## config.mk

```make
export PLATFORM = sky130hd
export DESIGN_NAME = per_sender_replay_filter
export DESIGN_NICKNAME = d
export VERILOG_FILES = /design/src/hdl/psrf_pkg.sv /design/src/hdl/psrf_cell.sv /design/src/hdl/per_sender_replay_filter.sv
export SDC_FILE = /design/constraint.sdc
export NUM_CORES = 1
export LEC_CHECK = 0
export ABC_AREA = 1
export BUFFER_PORTS_ARGS = -buffer_cell sky130_fd_sc_hd__buf_2
export CORE_MARGIN = 2
export CORE_UTILIZATION = 52
export DETAILED_ROUTE_END_ITERATION = 8
export PLACE_DENSITY = 0.68
export SKIP_LAST_GASP = 1
export SYNTH_ARGS = -nofsm -noshare
export SYNTH_HDL_FRONTEND = slang
export SYNTH_SLANG_ARGS = --single-unit
```

## constraint.sdc

```tcl
create_clock -name clk_i -period 14.08 [get_ports clk_i]
set_clock_uncertainty 0.1 [all_clocks]
set_input_delay 2.112 -clock clk_i [delete_from_list [all_inputs] [get_ports clk_i]]
set_output_delay 2.112 -clock clk_i [all_outputs]
set_load 0.05 [all_outputs]
```

## src/hdl/psrf_pkg.sv

```systemverilog
// shared types and constants for the per-sender replay filter
`default_nettype none

package psrf_pkg;

  localparam int unsigned TABLE_ENTRIES = 8;
  localparam int unsigned SID_W         = 32;
  localparam int unsigned CNT_W         = 16;
  localparam int unsigned IN_DATA_W     = 48;
  localparam int unsigned OUT_DATA_W    = 8;

  typedef enum logic [1:0] {
    OUT_NEWER  = 2'd0,
    OUT_STALE  = 2'd1,
    OUT_STORED = 2'd2,
    OUT_FULL   = 2'd3
  } outcome_e;

  typedef struct packed {
    logic             vld;
    logic             done;
    logic [SID_W-1:0] sid;
    logic [CNT_W-1:0] cnt;
    logic             accept;
    outcome_e         outcome;
  } tok_t;

endpackage

`default_nettype wire

```

## src/hdl/psrf_cell.sv

```systemverilog
// one table entry: sender, last counter and valid mark, passing the lookup beat along
`default_nettype none

module psrf_cell
  import psrf_pkg::*;
(
  input  wire logic clk_i,
  input  wire logic rst_ni,
  input  wire logic adv_i,
  input  wire tok_t tok_i,
  output tok_t      tok_o
);

  logic             valid_q, valid_d;
  logic [SID_W-1:0] sender_q, sender_d;
  logic [CNT_W-1:0] last_q, last_d;
  logic             tok_vld_q;
  tok_t             tok_q, tok_d;
  logic [CNT_W-1:0] diff;
  logic             newer;

  assign diff  = tok_i.cnt - last_q;
  assign newer = (diff != '0) && !diff[CNT_W-1];

  always_comb begin
    valid_d  = valid_q;
    sender_d = sender_q;
    last_d   = last_q;
    tok_d    = tok_i;
    if (tok_i.vld && !tok_i.done) begin
      if (valid_q && (sender_q == tok_i.sid)) begin
        tok_d.done    = 1'b1;
        tok_d.accept  = newer;
        tok_d.outcome = newer ? OUT_NEWER : OUT_STALE;
        if (newer) begin
          last_d = tok_i.cnt;
        end
      end else if (!valid_q) begin
        // valid entries form a prefix, so no later entry can match
        valid_d       = 1'b1;
        sender_d      = tok_i.sid;
        last_d        = tok_i.cnt;
        tok_d.done    = 1'b1;
        tok_d.accept  = 1'b1;
        tok_d.outcome = OUT_STORED;
      end
    end
  end

  always_ff @(posedge clk_i or negedge rst_ni) begin
    if (!rst_ni) begin
      valid_q   <= 1'b0;
      tok_vld_q <= 1'b0;
    end else if (adv_i) begin
      valid_q   <= valid_d;
      tok_vld_q <= tok_d.vld;
    end
  end

  always_ff @(posedge clk_i) begin
    if (adv_i) begin
      sender_q <= sender_d;
      last_q   <= last_d;
      tok_q    <= tok_d;
    end
  end

  always_comb begin
    tok_o     = tok_q;
    tok_o.vld = tok_vld_q;
  end

endmodule

`default_nettype wire

```

## src/hdl/per_sender_replay_filter.sv

```systemverilog
// per-sender replay filter: a chain of table cells that a lookup beat walks through
// the beat passes the input register and then every cell register before the result is registered
// one packet at a time: the next input beat is taken only once the last one leaves the cell chain
// a result waiting at the output does not block the next input beat
// reset clears all valid marks and the in-flight beat; no clearing pass is needed
`default_nettype none

module per_sender_replay_filter
  import psrf_pkg::*;
(
  input  wire logic                  clk_i,
  input  wire logic                  rst_ni,
  input  wire logic                  s_axis_tvalid,
  output logic                       s_axis_tready,
  input  wire logic [IN_DATA_W-1:0]  s_axis_tdata,  // sender_id[31:0], sequence_count[47:32]
  output logic                       m_axis_tvalid,
  input  wire logic                  m_axis_tready,
  output logic [OUT_DATA_W-1:0]      m_axis_tdata   // accept[0], outcome[2:1], zero[7:3]
);

  tok_t     tok [0:TABLE_ENTRIES];
  tok_t     tok_in;
  tok_t     in_tok_q;
  logic     in_vld_q;
  logic     busy_q;
  logic     out_vld_q;
  logic     out_accept_q;
  outcome_e out_outcome_q;
  logic     adv;
  logic     s_fire;
  logic     last_fire;

  assign s_axis_tready = !busy_q;
  assign s_fire        = s_axis_tvalid && s_axis_tready;
  assign adv           = !tok[TABLE_ENTRIES].vld || !out_vld_q || m_axis_tready;
  assign last_fire     = tok[TABLE_ENTRIES].vld && adv;

  always_ff @(posedge clk_i or negedge rst_ni) begin
    if (!rst_ni) begin
      in_vld_q <= 1'b0;
      busy_q   <= 1'b0;
    end else begin
      if (s_fire) begin
        in_vld_q <= 1'b1;
      end else if (adv) begin
        in_vld_q <= 1'b0;
      end
      if (s_fire) begin
        busy_q <= 1'b1;
      end else if (last_fire) begin
        busy_q <= 1'b0;
      end
    end
  end

  always_ff @(posedge clk_i) begin
    if (s_fire) begin
      in_tok_q.vld     <= 1'b1;
      in_tok_q.done    <= 1'b0;
      in_tok_q.sid     <= s_axis_tdata[SID_W-1:0];
      in_tok_q.cnt     <= s_axis_tdata[SID_W+CNT_W-1:SID_W];
      in_tok_q.accept  <= 1'b1;
      in_tok_q.outcome <= OUT_FULL;
    end
  end

  always_comb begin
    tok_in     = in_tok_q;
    tok_in.vld = in_vld_q;
  end

  assign tok[0] = tok_in;

  for (genvar g = 0; g < TABLE_ENTRIES; g++) begin : g_cell
    psrf_cell u_cell (
      .clk_i (clk_i),
      .rst_ni(rst_ni),
      .adv_i (adv),
      .tok_i (tok[g]),
      .tok_o (tok[g+1])
    );
  end

  always_ff @(posedge clk_i or negedge rst_ni) begin
    if (!rst_ni) begin
      out_vld_q <= 1'b0;
    end else if (last_fire) begin
      out_vld_q <= 1'b1;
    end else if (m_axis_tready) begin
      out_vld_q <= 1'b0;
    end
  end

  always_ff @(posedge clk_i) begin
    if (last_fire) begin
      out_accept_q  <= tok[TABLE_ENTRIES].accept;
      out_outcome_q <= tok[TABLE_ENTRIES].outcome;
    end
  end

  assign m_axis_tvalid = out_vld_q;
  assign m_axis_tdata  = {{(OUT_DATA_W-3){1'b0}}, out_outcome_q, out_accept_q};

endmodule

`default_nettype wire

```

# ---- Yosys cells after proc, flatten, opt, wreduce, memory -nomap -nowiden
# Index checks and enable logic that the tools add are counted.
dict set report totals {
  ff_bits 821
  wordCells 285
}
dict set report classes {
  n_addsub 8
  eq_ne 24
  muxes 81
  bitwise_logic 16
  n_reduce_logical 80
}
# cell n
set op_table {}
lappend op_table {{two-way mux 16 bit} 24}
lappend op_table {{equality test 32 bit} 8}
lappend op_table {{nonzero test 16 bit} 8}
lappend op_table {{subtractor 16 bit} 8}
lappend op_table {{two-way mux 3 bit} 22}
lappend op_table {{AND reduction 4 bit} 16}
lappend op_table {{two-way mux 1 bit} 35}
lappend op_table {{logical AND 1 bit} 25}
lappend op_table {{AND reduction 3 bit} 8}
lappend op_table {{zero test 1 bit} 18}
lappend op_table {{!= test 2 x 1 -> 1 bit, second input constant} 8}
lappend op_table {{!= test 2 bit, second input constant} 8}
lappend op_table {{inverter 1 bit} 16}
lappend op_table {{nonzero test 2 bit} 3}
lappend op_table {{logical OR 1 bit} 2}

# ---- Logic depth before layout (Yosys ltp)
# Gate-level depths: netlist of run 1.
dict set report logic_depth {
  ltp_word 6
  mapped_depth 19
}

# ---- Cells and area by module
# A second synthesis of run 1 with hierarchy kept.
dict set report unflattened {
  hier_cells 3493
  area_unflattened_um2 39140.0
}
# mod instances cells_per_inst area_per_inst_um2 seq_area_each_um2
set modules_own_cells {}
lappend modules_own_cells {{psrf_cell (g_cell[2].u_cell ...)} 6 426 4669.5 3052.9}
lappend modules_own_cells {{psrf_cell (g_cell[0].u_cell ...)} 2 430 4703.3 3052.9}
lappend modules_own_cells {per_sender_replay_filter 1 77 1716.6 1606.5}

# ---- Worst setup path after synthesis of run 1
# OpenSTA, ideal clock, no wires.
dict set report synth_path {
  path_kind {input port to flip-flop}
  startpoint {input port m_axis_tready}
  endpoint {register g_cell[0].u_cell.tok_q (netlist bit g_cell[0].u_cell.tok_o[0]) (enable)}
  setup_time_ps 3016
  t_arrival_ps 9081
  required_time_ps 10964
  setup_slack_ps 1883
  path_stages 4
  cell_sequence {inv_1 > nand2_1 > nor2_1 > clkinv_1}
}
dict set report synth_between {
  elab_chain_len 1
}
# item line_no
set synth_lines {}
lappend synth_lines {{from (decl)} per_sender_replay_filter.sv:17} ;# input wire logic m_axis_tready,
lappend synth_lines {{logical OR 1 bit} per_sender_replay_filter.sv:35} ;# assign adv = !tok[TABLE_ENTRIES].vld || !out_vld_q || m_axis_tready;
lappend synth_lines {{to (signal assigned)} psrf_cell.sv:64} ;# tok_q <= tok_d;
lappend synth_lines {{to (decl)} psrf_cell.sv:18} ;# tok_t tok_q, tok_d;
# Every way passes these cells.
# A chain may end at the register's enable or synchronous reset.

# ---- Final worst setup path of run 1
dict set report layout_path {
  startpoint {input port m_axis_tready}
  endpoint {register g_cell[6].u_cell.last_q[8] (enable)}
}
dict set report layout_between {
  elab_chain_len 2
}
# item line_no
set layout_lines {}
lappend layout_lines {{logical OR 1 bit} per_sender_replay_filter.sv:35}
lappend layout_lines {{AND reduction 4 bit (no line)} --}
lappend layout_lines {{to (signal assigned)} psrf_cell.sv:63} ;# last_q <= last_d;
lappend layout_lines {{to (decl)} psrf_cell.sv:16} ;# logic [CNT_W-1:0] last_q, last_d;
# Every way passes these cells.

==> insert_results.sql, run 1 <==
INSERT INTO impl_metrics (metric_group, metric, value, unit) VALUES
('critical_path', 'critPathKind', 'input port to flop', ''),
('global_route', 'grt_pass1_vias', '21190', ''),
('yosys', 'synth_mux_area_share', '0', '%'),
('yosys', 'postSynth.topFlopCell', 'edfxtp_1', ''),
('floorplanning', 'die-height', '272', 'um'),
('power', 'leakage_power', '17.6', 'nW'),
('cts', 'htreeDepth', '3', ''),
('critical_path', 'crit_path_end_kind', 'flop', ''),
('placement', 'dp_hpwl', '43.2', 'mm'),
('critical_path', 'path_cells', 'buf_2 -> inv_1 -> nand2_1 -> nor2_4 -> buf_4 -> inv_8 -> buf_4 -> buf_4 -> o211ai_1 -> a21oi_1 -> buf_4', ''),
('yosys', 'synthSimpleGateAreaFrac', '16.9', '%'),
('yosys', 'post-synth-top-area-cell', 'edfxtp_1', ''),
('cts', 'cts_max_path_buffers', '3', ''),
('yosys', 'syn_area', '37300', 'sq um'),
('cells_and_area', 'fillers', '5717', ''),
('yosys', 'mean_post_synth_cell_area', '11.1', 'sq um'),
('floorplanning', 'placement_rows', '98', ''),
('cts', 'cts.repair.resized', '0', ''),
('cts', 'cts_root_buffer', 'clkbuf_16', ''),
('cells_and_area', 'layout_common_cells', '818 x nand2_1, 802 x edfxtp_1, 550 x inv_1', ''),
('min_path', 'holdPathStages', '0', ''),
('timing', 'finalCriticalPeriod', '5440', 'ps'),
('timing', 'timing_hold_violations_final', '0', ''),
('floorplanning', 'floorplan.initialDensity', '52.4', '%'),
('yosys', 'synthXorXnorAreaFrac', '4.55', '%'),
('critical_path', 'critical_path.slowest_cell', 'buf_4', ''),
('cts', 'number_of_hold_buffers_added_after_cts', '0', ''),
('power', 'power.density_cell_area', '192', 'nW/um^2'),
('timing', 'slew-limit-headroom', '29.0', '%'),
('timing', 'finalCritPeriodShare', '38.6', '%'),
('global_route', 'grt_antenna_before_repair', '0', ''),
('cts', 'cts.sinks', '821', ''),
('yosys', 'yosys.cell_types.count', '43', ''),
('detailed_routing', 'post_drt_via_cell_ratio', '4.83', ''),
('min_path', 'hp-class', 'flop to flop', ''),
('detailed_routing', 'average_routed_wire_per_standard_cell', '13.0', 'um'),
('timing', 'setup-tns-final', '0', 'ps'),
('critical_path', 'number_of_cells_on_the_worst_reg_to_reg_path', '9', ''),
('yosys', 'combinational_family_with_the_most_area_after_synthesis', 'simple AND/OR/NAND/NOR gates', ''),
('power', 'p_clk_share', '28.7', '%'),
('floorplanning', 'dieWidth', '272', 'um'),
('power', 'p_sw_share', '30.5', '%'),
('power', 'comb_power_share', '22.2', '%'),
('detailed_routing', 'drt-pass1-iter-count', '7', ''),
('critical_path', 'worst_path_dominant_cell_family', 'buffers and inverters', ''),
('run_status', 'outcome', 'completed', ''),
('cells_and_area', 'ff_latch_area', '24600', 'sq um'),
('detailed_routing', 'drc', '0', ''),
('yosys', 'synth_edf_count', '802', ''),
('cts', 'postCtsSetupBuffers', '0', ''),
('cells_and_area', 'multi_input_gate_area_in_the_final_layout', '10700', 'sq um'),
('power', 'ir_worst_vdd', '0.000124', 'V'),
('power', 'finalPower', '8.03', 'mW'),
('yosys', 'synthDominantCellAreaShare', '64.5', '%'),
('yosys', 'synth_async_sr_flop_share', '2.31', '%'),
('timing', 'timing_max_transition_violations_final', '0', ''),
('yosys', 'synthCells', '3350', ''),
('global_route', 'grt_max_degree', '142', ''),
('cells_and_area', 'layout.cells.most_common', 'nand2_1', ''),
('yosys', 'synth_compound_gate_area_share', '2.59', '%'),
('detailed_routing', 'first_iter_violations', '1028', ''),
('critical_path', 'critPathLaunchType', 'input port', ''),
('floorplanning', 'die-area', '73900', 'sq um'),
('cells_and_area', 'fin_nets', '3684', ''),
('critical_path', 'critical_path_peak_fanout', '141', ''),
('detailed_routing', 'drt_wl_total', '58.9', 'mm'),
('yosys', 'synthAdderAreaFrac', '4.45', '%'),
('critical_path', 'timing.critical_path.arrival', '5660', 'ps'),
('critical_path', 'critical_path.n_buffers_inverters', '7', ''),
('power', 'seq_power_share', '49.0', '%'),
('global_route', 'grt_overflow', '0', '');
-- flip-flops by register name, indices dropped and copies added, names as in the netlist --
register                 count
busy_q                       1
g_cell.u_cell.last_q       128
g_cell.u_cell.sender_q     256
g_cell.u_cell.tok_o        367
g_cell.u_cell.tok_vld_q      8
g_cell.u_cell.valid_q        8
in_tok_q                    48
in_vld_q                     1
m_axis_tvalid                1
out_accept_q                 1
out_outcome_q                2
-- per-stage QoR --
step           utilization [%]  cells  hold WS, ps  cell area [sq um]  setup slack, ps
2_1_floorplan                -   3354          300              37300             1880
3_3_place_gp              54.6   4368          307              38900             8010
3_5_place_dp              54.6   4368          305              38900             7920
4_1_cts                   58.8   4523          320              41900             8600
5_1_grt                   58.8   4523          324              41900             8250
6_report                  58.8   4523          318              41900             8640
-- layout make-up --
class | instances | area share [%]
Timing Repair Buffer | 73 | 0.974
Sequential cell | 821 | 58.6
Clock buffer | 111 | 5.58
Multi-Input combinational cell | 1969 | 25.5
Inverter | 555 | 4.99
Clock inverter | 44 | 1.51
Tap cell | 950 | 2.84
-- final timing paths --
check	startpoint	endpoint	slack, ps
max	m_axis_tready	g_cell[6].u_cell.last_q[8]$_DFFE_PP_	8640
min	g_cell[7].u_cell.tok_o[2]$_DFFE_PN_	out_accept_q$_DFFE_PP_	320
max reg2reg	m_axis_tvalid$_DFFE_PN0P_	g_cell[6].u_cell.last_q[8]$_DFFE_PP_	9840
min reg2reg	g_cell[7].u_cell.tok_o[2]$_DFFE_PN_	out_accept_q$_DFFE_PP_	320
max in group asynchronous	rst_ni	g_cell[0].u_cell.valid_q$_DFFE_PN0P_	12140
min in group asynchronous	rst_ni	m_axis_tvalid$_DFFE_PN0P_	1350
-- synth_stat cells (2+ instances only) --
library cell / n
nand2_1: 818
edfxtp_1: 802
inv_1: 551
nor2_1: 250
nand3_1: 181
ha_1: 120
xnor2_1: 115
a21oi_1: 88
xor2_1: 79
or2_2: 65
o21ai_0: 49
nand4_1: 47
nor3_1: 42
dfrtp_1: 19
and2_1: 14
nand3b_1: 14
nand2_2: 13
fa_1: 8
nor4_1: 7
o211ai_1: 7
buf_4: 6
a21oi_2: 5
nand3_2: 5
nor3_2: 5
o21bai_1: 5
o31ai_1: 5
a211oi_1: 3
a21o_1: 3
clkbuf_1: 3
nor3b_1: 3
clkinv_1: 2
inv_2: 2
nor2_2: 2
o2111ai_1: 2
o21a_1: 2
-- routing by layer --
layer,track usage [%],part of all wire (%),vias up
met2,28.1,49,302
met3,2.78,3.4,116
met5,0,0,-
met4,5.68,2.7,0
met1,20.7,45,10030
li1,-,-,11418
-- kinds of logic (layout without fill, tap and decap cells) --
logic type,count (synthesis),after routing
and+or+nand+nor,1469,1469
DFF,821,821
buffers and inverters,564,783
xor gates and xnor gates,194,194
AOI/OAI and AO/OA,173,173
adders and majority gates,128,128
other,1,5
-- power groups by stage --
stage	clock network, mW	logic (mW)	registers (mW)
2_1_floorplan	0	1.43	3.87
4_1_cts	2.37	1.80	3.96
3_5_place_dp	0	1.78	4.01
3_3_place_gp	0	1.75	3.96
5_1_grt	2.47	2.06	4.04
6_report	2.31	1.78	3.94
Power figures use the tool's default switching activity.
==> run 2: changes to the inputs <==
==> constraint.sdc (replaced) <==
create_clock -name clk_i -period 5.17 [get_ports clk_i]
set_clock_uncertainty 0.1 [all_clocks]
set_input_delay 0.7755 -clock clk_i [delete_from_list [all_inputs] [get_ports clk_i]]
set_output_delay 0.7755 -clock clk_i [all_outputs]
set_load 0.05 [all_outputs]
==> run 2 against run 1 <==
Sequential cell count unchanged. Hold slack worse by 290 ps. Setup slack worse by 6600 ps. Core utilization down 0.38 points. Clock-buffer cell count down 8. Die area unchanged. Sequential share of layout area up 0.38 points. Register-to-register slack worse by 7800 ps. First-iteration DRC count down 2.3%. Critical path type is now flop to flop. Critical endpoint is now g_cell[1].u_cell.last_q[2]$_DFFE_PP_. Largest cell class unchanged. Highest routed layer unchanged.
==> insert_results.sql, run 2 (synthesized netlist as in run 1, its figures left out) <==
INSERT INTO impl_metrics (metric_group, metric, value, unit) VALUES
('run_status', 'outcome', 'completed', ''),
('cells_and_area', 'finalCoreUtilization', '58.4', '%'),
('cells_and_area', 'syn2layout_area_growth', '11.5', '%'),
('power', 'p_int', '14.7', 'mW'),
('timing', 'finalCritPeriodShare', '61.2', '%'),
('detailed_routing', 'first_iter_violations', '1004', ''),
('cells_and_area', 'layout_cells_sized_above_1', '8.52', '%'),
('cts', 'postCtsSetupBuffers', '0', ''),
('power', 'seq_power_share', '50.0', '%'),
('power', 'p_sw_share', '31.0', '%'),
('cts', 'number_of_hold_buffers_added_after_cts', '0', ''),
('cts', 'cts_made_buffers', '83', ''),
('power', 'p_clk_share', '27.1', '%'),
('cts', 'clk_transition_reported_paths', '60', 'ps'),
('placement', 'placed_cell_area', '38900', 'sq um'),
('floorplanning', 'core_area', '71200', 'sq um'),
('timing', 'finalSetupViolations', '0', ''),
('cts', 'cts_max_path_buffers', '3', ''),
('critical_path', 'cp_slowest_stage_delay', '580', 'ps'),
('power', 'ir_worst_vdd', '0.000335', 'V'),
('timing', 'timing_hold_violations_final', '0', ''),
('placement', 'placer_congestion_estimate', '0.858', ''),
('placement', 'numPlacedInstances', '4369', ''),
('detailed_routing', 'drt_wl_total', '58.2', 'mm'),
('timing', 'grt_setup_unrepaired', 'no', ''),
('timing', 'finalCriticalPeriod', '3160', 'ps'),
('cells_and_area', 'layout_common_cells', '818 x nand2_1, 802 x edfxtp_1, 550 x inv_1', ''),
('cells_and_area', 'antennaDiodeCount', '0', ''),
('detailed_routing', 'drc', '0', ''),
('placement', 'buffer_ports.inserted', '56', ''),
('critical_path', 'timing.critical_path.arrival', '3310', 'ps'),
('detailed_routing', 'drt-pass1-iter-count', '5', ''),
('placement', 'post-place-ws', '1960', 'ps'),
('cts', 'clock_insertion_delay_worst_skew', '620', 'ps'),
('cts', 'cts.repair.resized', '0', ''),
('cells_and_area', 'fin_nets', '3684', ''),
('detailed_routing', 'detail-route-antenna-nets', '0', ''),
('cells_and_area', 'layoutNonFillerInstCount', '4520', ''),
('timing', 'post-route-worst-setup-slack', '2010', 'ps'),
('floorplanning', 'dieWidth', '272', 'um'),
('power', 'leakage_power', '17.5', 'nW'),
('critical_path', 'r2r_setup_slack', '2010', 'ps'),
('power', 'comb_power_share', '22.9', '%'),
('global_route', 'grt_overflow', '0', ''),
('critical_path', 'critPathLaunchType', 'flop', ''),
('global_route', 'global_route_wire_length_before_repair', '98.7', 'mm'),
('cells_and_area', 'fillers', '5815', ''),
('detailed_routing', 'routed-via-count', '21753', ''),
('cts', 'cts_root_buffer', 'clkbuf_16', ''),
('global_route', 'grt_pass1_vias', '21226', ''),
('flow_run', 'max_cap_viols', '0', ''),
('floorplanning', 'die-height', '272', 'um'),
('critical_path', 'critical_path_peak_fanout', '16', ''),
('cells_and_area', 'final_area', '41600', 'sq um'),
('critical_path', 'timing.rr.start', 'g_cell[0].u_cell.tok_o[3]$_DFFE_PN_', ''),
('power', 'power.density_cell_area', '512', 'nW/um^2'),
('timing', 'achievable-frequency', '316', 'MHz'),
('global_route', 'grt_max_degree', '182', ''),
('critical_path', 'critPathKind', 'flop to flop', ''),
('floorplanning', 'die-area', '73900', 'sq um'),
('cts', 'tritoncts', 'yes', ''),
('critical_path', 'path_common_cell', 'nand2_1', ''),
('critical_path', 'number_of_cells_on_the_worst_reg_to_reg_path', '17', ''),
('global_route', 'grtUsageTotal', '16.1', '%'),
('critical_path', 'crit_path_end_kind', 'flop', ''),
('detailed_routing', 'average_routed_wire_per_standard_cell', '12.9', 'um'),
('timing', 'setup-tns-final', '0', 'ps'),
('timing', 'timing_max_transition_violations_final', '0', ''),
('min_path', 'hp-class', 'input port to asynchronous set/reset pin', ''),
('floorplanning', 'floorplan.io_pins', '62', ''),
('power', 'finalPower', '21.3', 'mW'),
('cts', 'cts.sinks', '821', ''),
('critical_path', 'rr_endpoint', 'g_cell[1].u_cell.last_q[2]$_DFFE_PP_', ''),
('cts', 'htreeDepth', '3', ''),
('critical_path', 'path_cells', 'inv_1 -> ha_1 -> fa_1 -> inv_1 -> nand3_1 -> nand2_1 -> nand2_1 -> nand2_1 -> nand2_1 -> nand2_1 -> nand2_1 -> o211ai_1 -> nor2_1 -> nand2_1 -> nand2_1 -> nand2_1 -> and2_1', ''),
('timing', 'worstMarginPinSlew', '996', 'ps'),
('critical_path', 'crit_required', '5310', 'ps'),
('global_route', 'grt_antenna_before_repair', '1', ''),
('cells_and_area', 'layout.cells.most_common', 'nand2_1', ''),
('critical_path', 'critical_path.slowest_cell', 'and2_1', ''),
('timing', 'whs', '27.7', 'ps'),
('floorplanning', 'floorplan.initialDensity', '52.4', '%'),
('cells_and_area', 'largest_reg_flops', '367', ''),
('placement', 'dp_hpwl', '43.0', 'mm'),
('timing', 'slew-limit-headroom', '33.4', '%'),
('detailed_routing', 'post_drt_via_cell_ratio', '4.81', ''),
('power', 'p_sw', '6.61', 'mW'),
('floorplanning', 'placement_rows', '98', '');
==> run 2: routing by layer <==
layer | global-route usage (%) | vias up | wire, um
li1 | - | 11422 | -
met1 | 20.1 | 9972 | 25900
met2 | 28.6 | 250 | 28900
met3 | 2.62 | 109 | 1870
met4 | 5.60 | 0 | 1420
met5 | 0 | - | 0
==> run 2: cell type report <==
type,instances,area (sq um),share of cell area (%)
inverter,555,2100,5.04
clock buffer,103,2210,5.32
timing repair buffer,74,415,0.998
multi-input combinational,1969,10700,25.6
sequential,821,24600,59.0
clock inverter,48,473,1.14
tap,950,1190,2.86
==> run 2: worst max path at each step <==
stage                                                    from  cells past startpoint                                   end  slack (ps)
after global routing      g_cell[0].u_cell.tok_o[3]$_DFFE_PN_                     17  g_cell[1].u_cell.last_q[1]$_DFFE_PP_        1750
after floorplan                                 m_axis_tready                      6  g_cell[2].u_cell.last_q[0]$_DFFE_PP_         910
after detailed placement  g_cell[0].u_cell.tok_o[3]$_DFFE_PN_                     17  g_cell[1].u_cell.last_q[2]$_DFFE_PP_        1960
after global placement    g_cell[0].u_cell.tok_o[3]$_DFFE_PN_                     17  g_cell[1].u_cell.last_q[2]$_DFFE_PP_        2030
final                     g_cell[0].u_cell.tok_o[3]$_DFFE_PN_                     17  g_cell[1].u_cell.last_q[2]$_DFFE_PP_        2010
after CTS                 g_cell[0].u_cell.tok_o[3]$_DFFE_PN_                     17  g_cell[1].u_cell.last_q[2]$_DFFE_PP_        1950
==> run 2: power groups by stage <==
stage               logic, mW  clock network (mW)  registers (mW)
finish                   4.88                5.79            10.7
global route             5.65                6.21            10.9
CTS                      4.91                5.96            10.7
detailed placement       4.88                   0            10.8
global placement         4.81                   0            10.7
floorplan                3.90                   0            10.4
==> run 2: critical path: cells and delay by family, from the launching register on <==
| kind | cells | cell delay [ps] |
|---|---|---|
| buffers and inverters | 2 | 130 |
| adder cells (fa/ha/maj) | 2 | 630 |
| AO/OA/AOI/OAI | 1 | 80 |
| AND/OR/NAND/NOR | 12 | 1450 |
| flip-flops | 1 | 380 |
==> run 3: changes to the inputs <==
--- a/config.mk
+++ b/config.mk
@@ -5,12 +5,12 @@
 export SDC_FILE = /design/constraint.sdc
 export NUM_CORES = 1
 export LEC_CHECK = 0
-export ABC_AREA = 1
+export ABC_AREA = 0
 export BUFFER_PORTS_ARGS = -buffer_cell sky130_fd_sc_hd__buf_2
 export CORE_MARGIN = 2
 export CORE_UTILIZATION = 52
 export DETAILED_ROUTE_END_ITERATION = 8
-export PLACE_DENSITY = 0.68
+export PLACE_DENSITY = 0.71
 export SKIP_LAST_GASP = 1
 export SYNTH_ARGS = -nofsm -noshare
 export SYNTH_HDL_FRONTEND = slang
==> constraint.sdc (replaced) <==
create_clock -name clk_i -period 2.6 [get_ports clk_i]
set_clock_uncertainty 0.1 [all_clocks]
set_input_delay 0.39 -clock clk_i [delete_from_list [all_inputs] [get_ports clk_i]]
set_output_delay 0.39 -clock clk_i [all_outputs]
set_load 0.05 [all_outputs]
==> run 3 against run 2 <==
The run now ends with setup timing left. Hold slack gained 120 ps. Register-to-register slack lost 3500 ps. Design area grew 8.1%. Via count shrank 1.6%. Die area shrank 5.6%. Wire length grew 22%. Power grew 110%. Global-route usage grew 4.3 points. Setup slack lost 3500 ps. Largest cell class unchanged.
==> insert_results.sql, run 3 <==
INSERT INTO impl_metrics (metric_group, metric, value, unit) VALUES
('run_status', 'outcome', 'finished, violations left', ''),
('run_status', 'violations', 'setup timing', ''),
('yosys', 'yosysSeqAreaShare', '69.7', '%'),
('cts', 'cts.sinks', '821', ''),
('power', 'ir_worst_vdd', '0.000765', 'V'),
('yosys', 'yosys.cell_types.count', '74', ''),
('detailed_routing', 'first_iter_violations', '1161', ''),
('floorplanning', 'floorplan.io_pins', '62', ''),
('critical_path', 'critical_path_peak_fanout', '2', ''),
('yosys', 'ys_ff_latch', '821', ''),
('yosys', 'yosys_warnings', '0', ''),
('critical_path', 'r2r_setup_slack', '-1470', 'ps'),
('critical_path', 'critPathKind', 'flop to flop', ''),
('detailed_routing', 'drc', '0', ''),
('yosys', 'post-synth-top-area-cell', 'edfxtp_1', ''),
('detailed_routing', 'wl_met3', '2.06', 'mm'),
('timing', 'achievable-frequency', '246', 'MHz'),
('timing', 'post-route-worst-setup-slack', '-1470', 'ps'),
('critical_path', 'crit_required', '2870', 'ps'),
('yosys', 'synth_edf_count', '802', ''),
('cts', 'cts_made_buffers', '84', ''),
('cts', 'cts_max_path_buffers', '3', ''),
('placement', 'placer_congestion_estimate', '0.901', ''),
('critical_path', 'timing.rr.start', 'g_cell[1].u_cell.tok_o[3]$_DFFE_PN_', ''),
('floorplanning', 'die-height', '264', 'um'),
('cells_and_area', 'layout_cells_sized_above_1', '27.5', '%'),
('critical_path', 'rr_endpoint', 'g_cell[2].u_cell.tok_o[2]$_DFFE_PN_', ''),
('detailed_routing', 'average_routed_wire_per_standard_cell', '17.5', 'um'),
('global_route', 'global_route_wire_length_before_repair', '114', 'mm'),
('timing', 'timing_max_transition_violations_final', '0', ''),
('yosys', 'synth_area_leaders', 'edfxtp_1 68%, xnor2_1 5.2%, ha_1 4.3%', ''),
('timing', 'slew-limit-headroom', '51.5', '%'),
('cts', 'clock_insertion_delay_worst_skew', '640', 'ps'),
('cells_and_area', 'fillers', '4589', ''),
('critical_path', 'crit_path_end_kind', 'flop', ''),
('global_route', 'grt_overflow', '0', ''),
('yosys', 'syn_area', '35200', 'sq um'),
('timing', 'finalSetupViolations', '146', ''),
('detailed_routing', 'drt_wl_total', '70.8', 'mm'),
('detailed_routing', 'detailroute.wirelength.met2', '37.5', 'mm'),
('placement', 'buffer_ports.inserted', '56', ''),
('critical_path', 'timing.critical_path.arrival', '4350', 'ps'),
('yosys', 'postSynth.topFlopCell', 'edfxtp_1', ''),
('critical_path', 'critPathLaunchType', 'flop', ''),
('flow_run', 'max_cap_viols', '0', ''),
('cells_and_area', 'layout_common_cells', '802 x edfxtp_1, 546 x buf_4, 210 x xnor2_1', ''),
('yosys', 'synth_async_sr_flop_share', '2.31', '%'),
('cells_and_area', 'syn2layout_area_growth', '27.8', '%'),
('cells_and_area', 'largest_reg_flops', '367', ''),
('timing', 'whs', '149', 'ps'),
('global_route', 'grt_pass1_vias', '22484', ''),
('min_path', 'hp-class', 'input port to flop', ''),
('placement', 'placed_cell_area', '41000', 'sq um'),
('detailed_routing', 'routed-via-count', '21411', ''),
('cts', 'tritoncts', 'yes', ''),
('cells_and_area', 'antennaDiodeCount', '0', ''),
('critical_path', 'number_of_cells_on_the_worst_reg_to_reg_path', '12', ''),
('min_path', 'hold_end', 'in_tok_q[18]$_DFFE_PP_', ''),
('floorplanning', 'dieWidth', '264', 'um'),
('timing', 'grt_setup_unrepaired', 'yes', ''),
('detailed_routing', 'drt-pass1-iter-count', '7', ''),
('timing', 'worstMarginPinSlew', '728', 'ps'),
('cells_and_area', 'layout.cells.most_common', 'edfxtp_1', ''),
('cts', 'clk_transition_reported_paths', '60', 'ps'),
('yosys', 'synthCells', '2379', ''),
('yosys', 'mean_post_synth_cell_area', '14.8', 'sq um'),
('placement', 'dp_hpwl', '50.8', 'mm'),
('detailed_routing', 'routedLengthMet1', '29.5', 'mm'),
('floorplanning', 'floorplan.initialDensity', '52.4', '%'),
('global_route', 'grtUsageTotal', '20.4', '%'),
('floorplanning', 'core_area', '67200', 'sq um'),
('detailed_routing', 'top_signal_layer_used', 'met4', ''),
('global_route', 'grt_antenna_before_repair', '0', ''),
('timing', 'finalCriticalPeriod', '4070', 'ps'),
('min_path', 'holdPathStages', '2', ''),
('timing', 'timing_hold_violations_final', '0', ''),
('yosys', 'synth_common_cells', '802 x edfxtp_1, 211 x xnor2_1, 177 x inv_1, 120 x ha_1, 98 x a21oi_1', ''),
('cells_and_area', 'ff_latch_area', '24600', 'sq um'),
('cells_and_area', 'multi_input_gate_area_in_the_final_layout', '10800', 'sq um'),
('cts', 'cts_root_buffer', 'clkbuf_16', ''),
('global_route', 'grt_max_degree', '90', ''),
('power', 'power.density_cell_area', '993', 'nW/um^2'),
('cts', 'htreeDepth', '3', ''),
('min_path', 'worst_hold_startpoint', 's_axis_tvalid', ''),
('yosys', 'synth.most_common_cell', 'edfxtp_1', ''),
('detailed_routing', 'detail-route-antenna-nets', '0', ''),
('cells_and_area', 'final_area', '45000', 'sq um'),
('power', 'leakage_power', '17.2', 'nW'),
('floorplanning', 'die-area', '69800', 'sq um'),
('cells_and_area', 'fin_nets', '3294', ''),
('yosys', 'synthDominantCellAreaShare', '68.4', '%'),
('detailed_routing', 'post_drt_via_cell_ratio', '5.29', ''),
('timing', 'finalCritPeriodShare', '157', '%'),
('floorplanning', 'placement_rows', '95', ''),
('cells_and_area', 'finalCoreUtilization', '67.0', '%');
## run 3: cell count changes after synthesis, moves of 35 or more
cell / change
a21o_1: +35
nor2_1: -153
xnor2_1: +96
nand3_1: -150
inv_1: -374
or2_2: -61
nand2b_1: +36
nand2_1: -733
## run 3: kinds of logic (layout without fill, tap and decap cells)
kind of cell    count (synthesis)  after routing  synth area share (%)
other cells                     1              5                0.0106
xor+xnor                      297            297                  7.39
compound gates                409            410                  7.77
buf+inv                       203            997                  2.25
fa+ha+maj                     128            128                  4.72
flops                         821            821                  69.7
simple gates                  509            509                  7.80
mux                            11             11                 0.323
## run 3: timing repair
action	4_1_cts	5_1_grt
pin swaps	15	24
endpoints found under the hold margin	68	0
resized for setup	29	48
hold buffers	50	0
buffers inserted	18	22
setup endpoints to repair	146	147
gates cloned	2	2
## run 3: report_power, final
group | switching (mW) | internal [mW]
combinational | 6.19 | 6.62
sequential | 1.92 | 18.2
clock | 4.96 | 6.75
total | 13.1 | 31.6
## run 3: worst max-delay path by stage
stage,startpoint,endpoint,depth (start not counted)
2_1_floorplan,g_cell[1].u_cell.tok_o[3]$_DFFE_PN_,g_cell[2].u_cell.tok_o[2]$_DFFE_PN_,12
3_5_place_dp,g_cell[1].u_cell.tok_o[3]$_DFFE_PN_,g_cell[2].u_cell.tok_o[2]$_DFFE_PN_,12
5_1_grt,g_cell[1].u_cell.tok_o[3]$_DFFE_PN_,g_cell[2].u_cell.tok_o[2]$_DFFE_PN_,12
3_3_place_gp,g_cell[1].u_cell.tok_o[3]$_DFFE_PN_,g_cell[2].u_cell.tok_o[2]$_DFFE_PN_,12
4_1_cts,g_cell[1].u_cell.tok_o[3]$_DFFE_PN_,g_cell[2].u_cell.tok_o[2]$_DFFE_PN_,12
6_report,g_cell[1].u_cell.tok_o[3]$_DFFE_PN_,g_cell[2].u_cell.tok_o[2]$_DFFE_PN_,12
## run 3: stage by stage
step                std cells  power, mW  setup TNS [ps]  worst slack, ps
finish                   4051       44.7         -110090            -1470
global route             4051       47.0         -130060            -1640
CTS                      4031       44.6         -117390            -1490
detailed placement       3813       32.5         -124670            -1610
global placement         3813       32.0         -118910            -1560
floorplan                2383       26.3          -78320            -1280
## run 3: critical path, cell delays in order (launching register included)
cell       delay, ps
edfxtp_1         360
inv_1             60
ha_2             190
fa_1             480
nand3_1           70
a2111o_1         390
or4_1            480
a221o_1          310
a2111oi_4        210
o2111ai_1        150
or4_4            450
or4_4            440
o211a_1          150
## run 3: layout make-up
class / instances / share of cell area (%)
Timing Repair Buffer: 668 / 11.5
Sequential cell: 821 / 54.6
Inverter: 179 / 1.53
Clock buffer: 103 / 4.88
Clock inverter: 47 / 1.14
Multi-Input combinational cell: 1360 / 23.9
Tap cell: 873 / 2.43
## run 3: routing by layer
layer / vias to the layer above / global-route usage (%)
li1: 10475 / -
met1: 10429 / 25.1
met2: 385 / 37.5
met3: 122 / 2.84
met4: 0 / 6.10
met5: - / 0
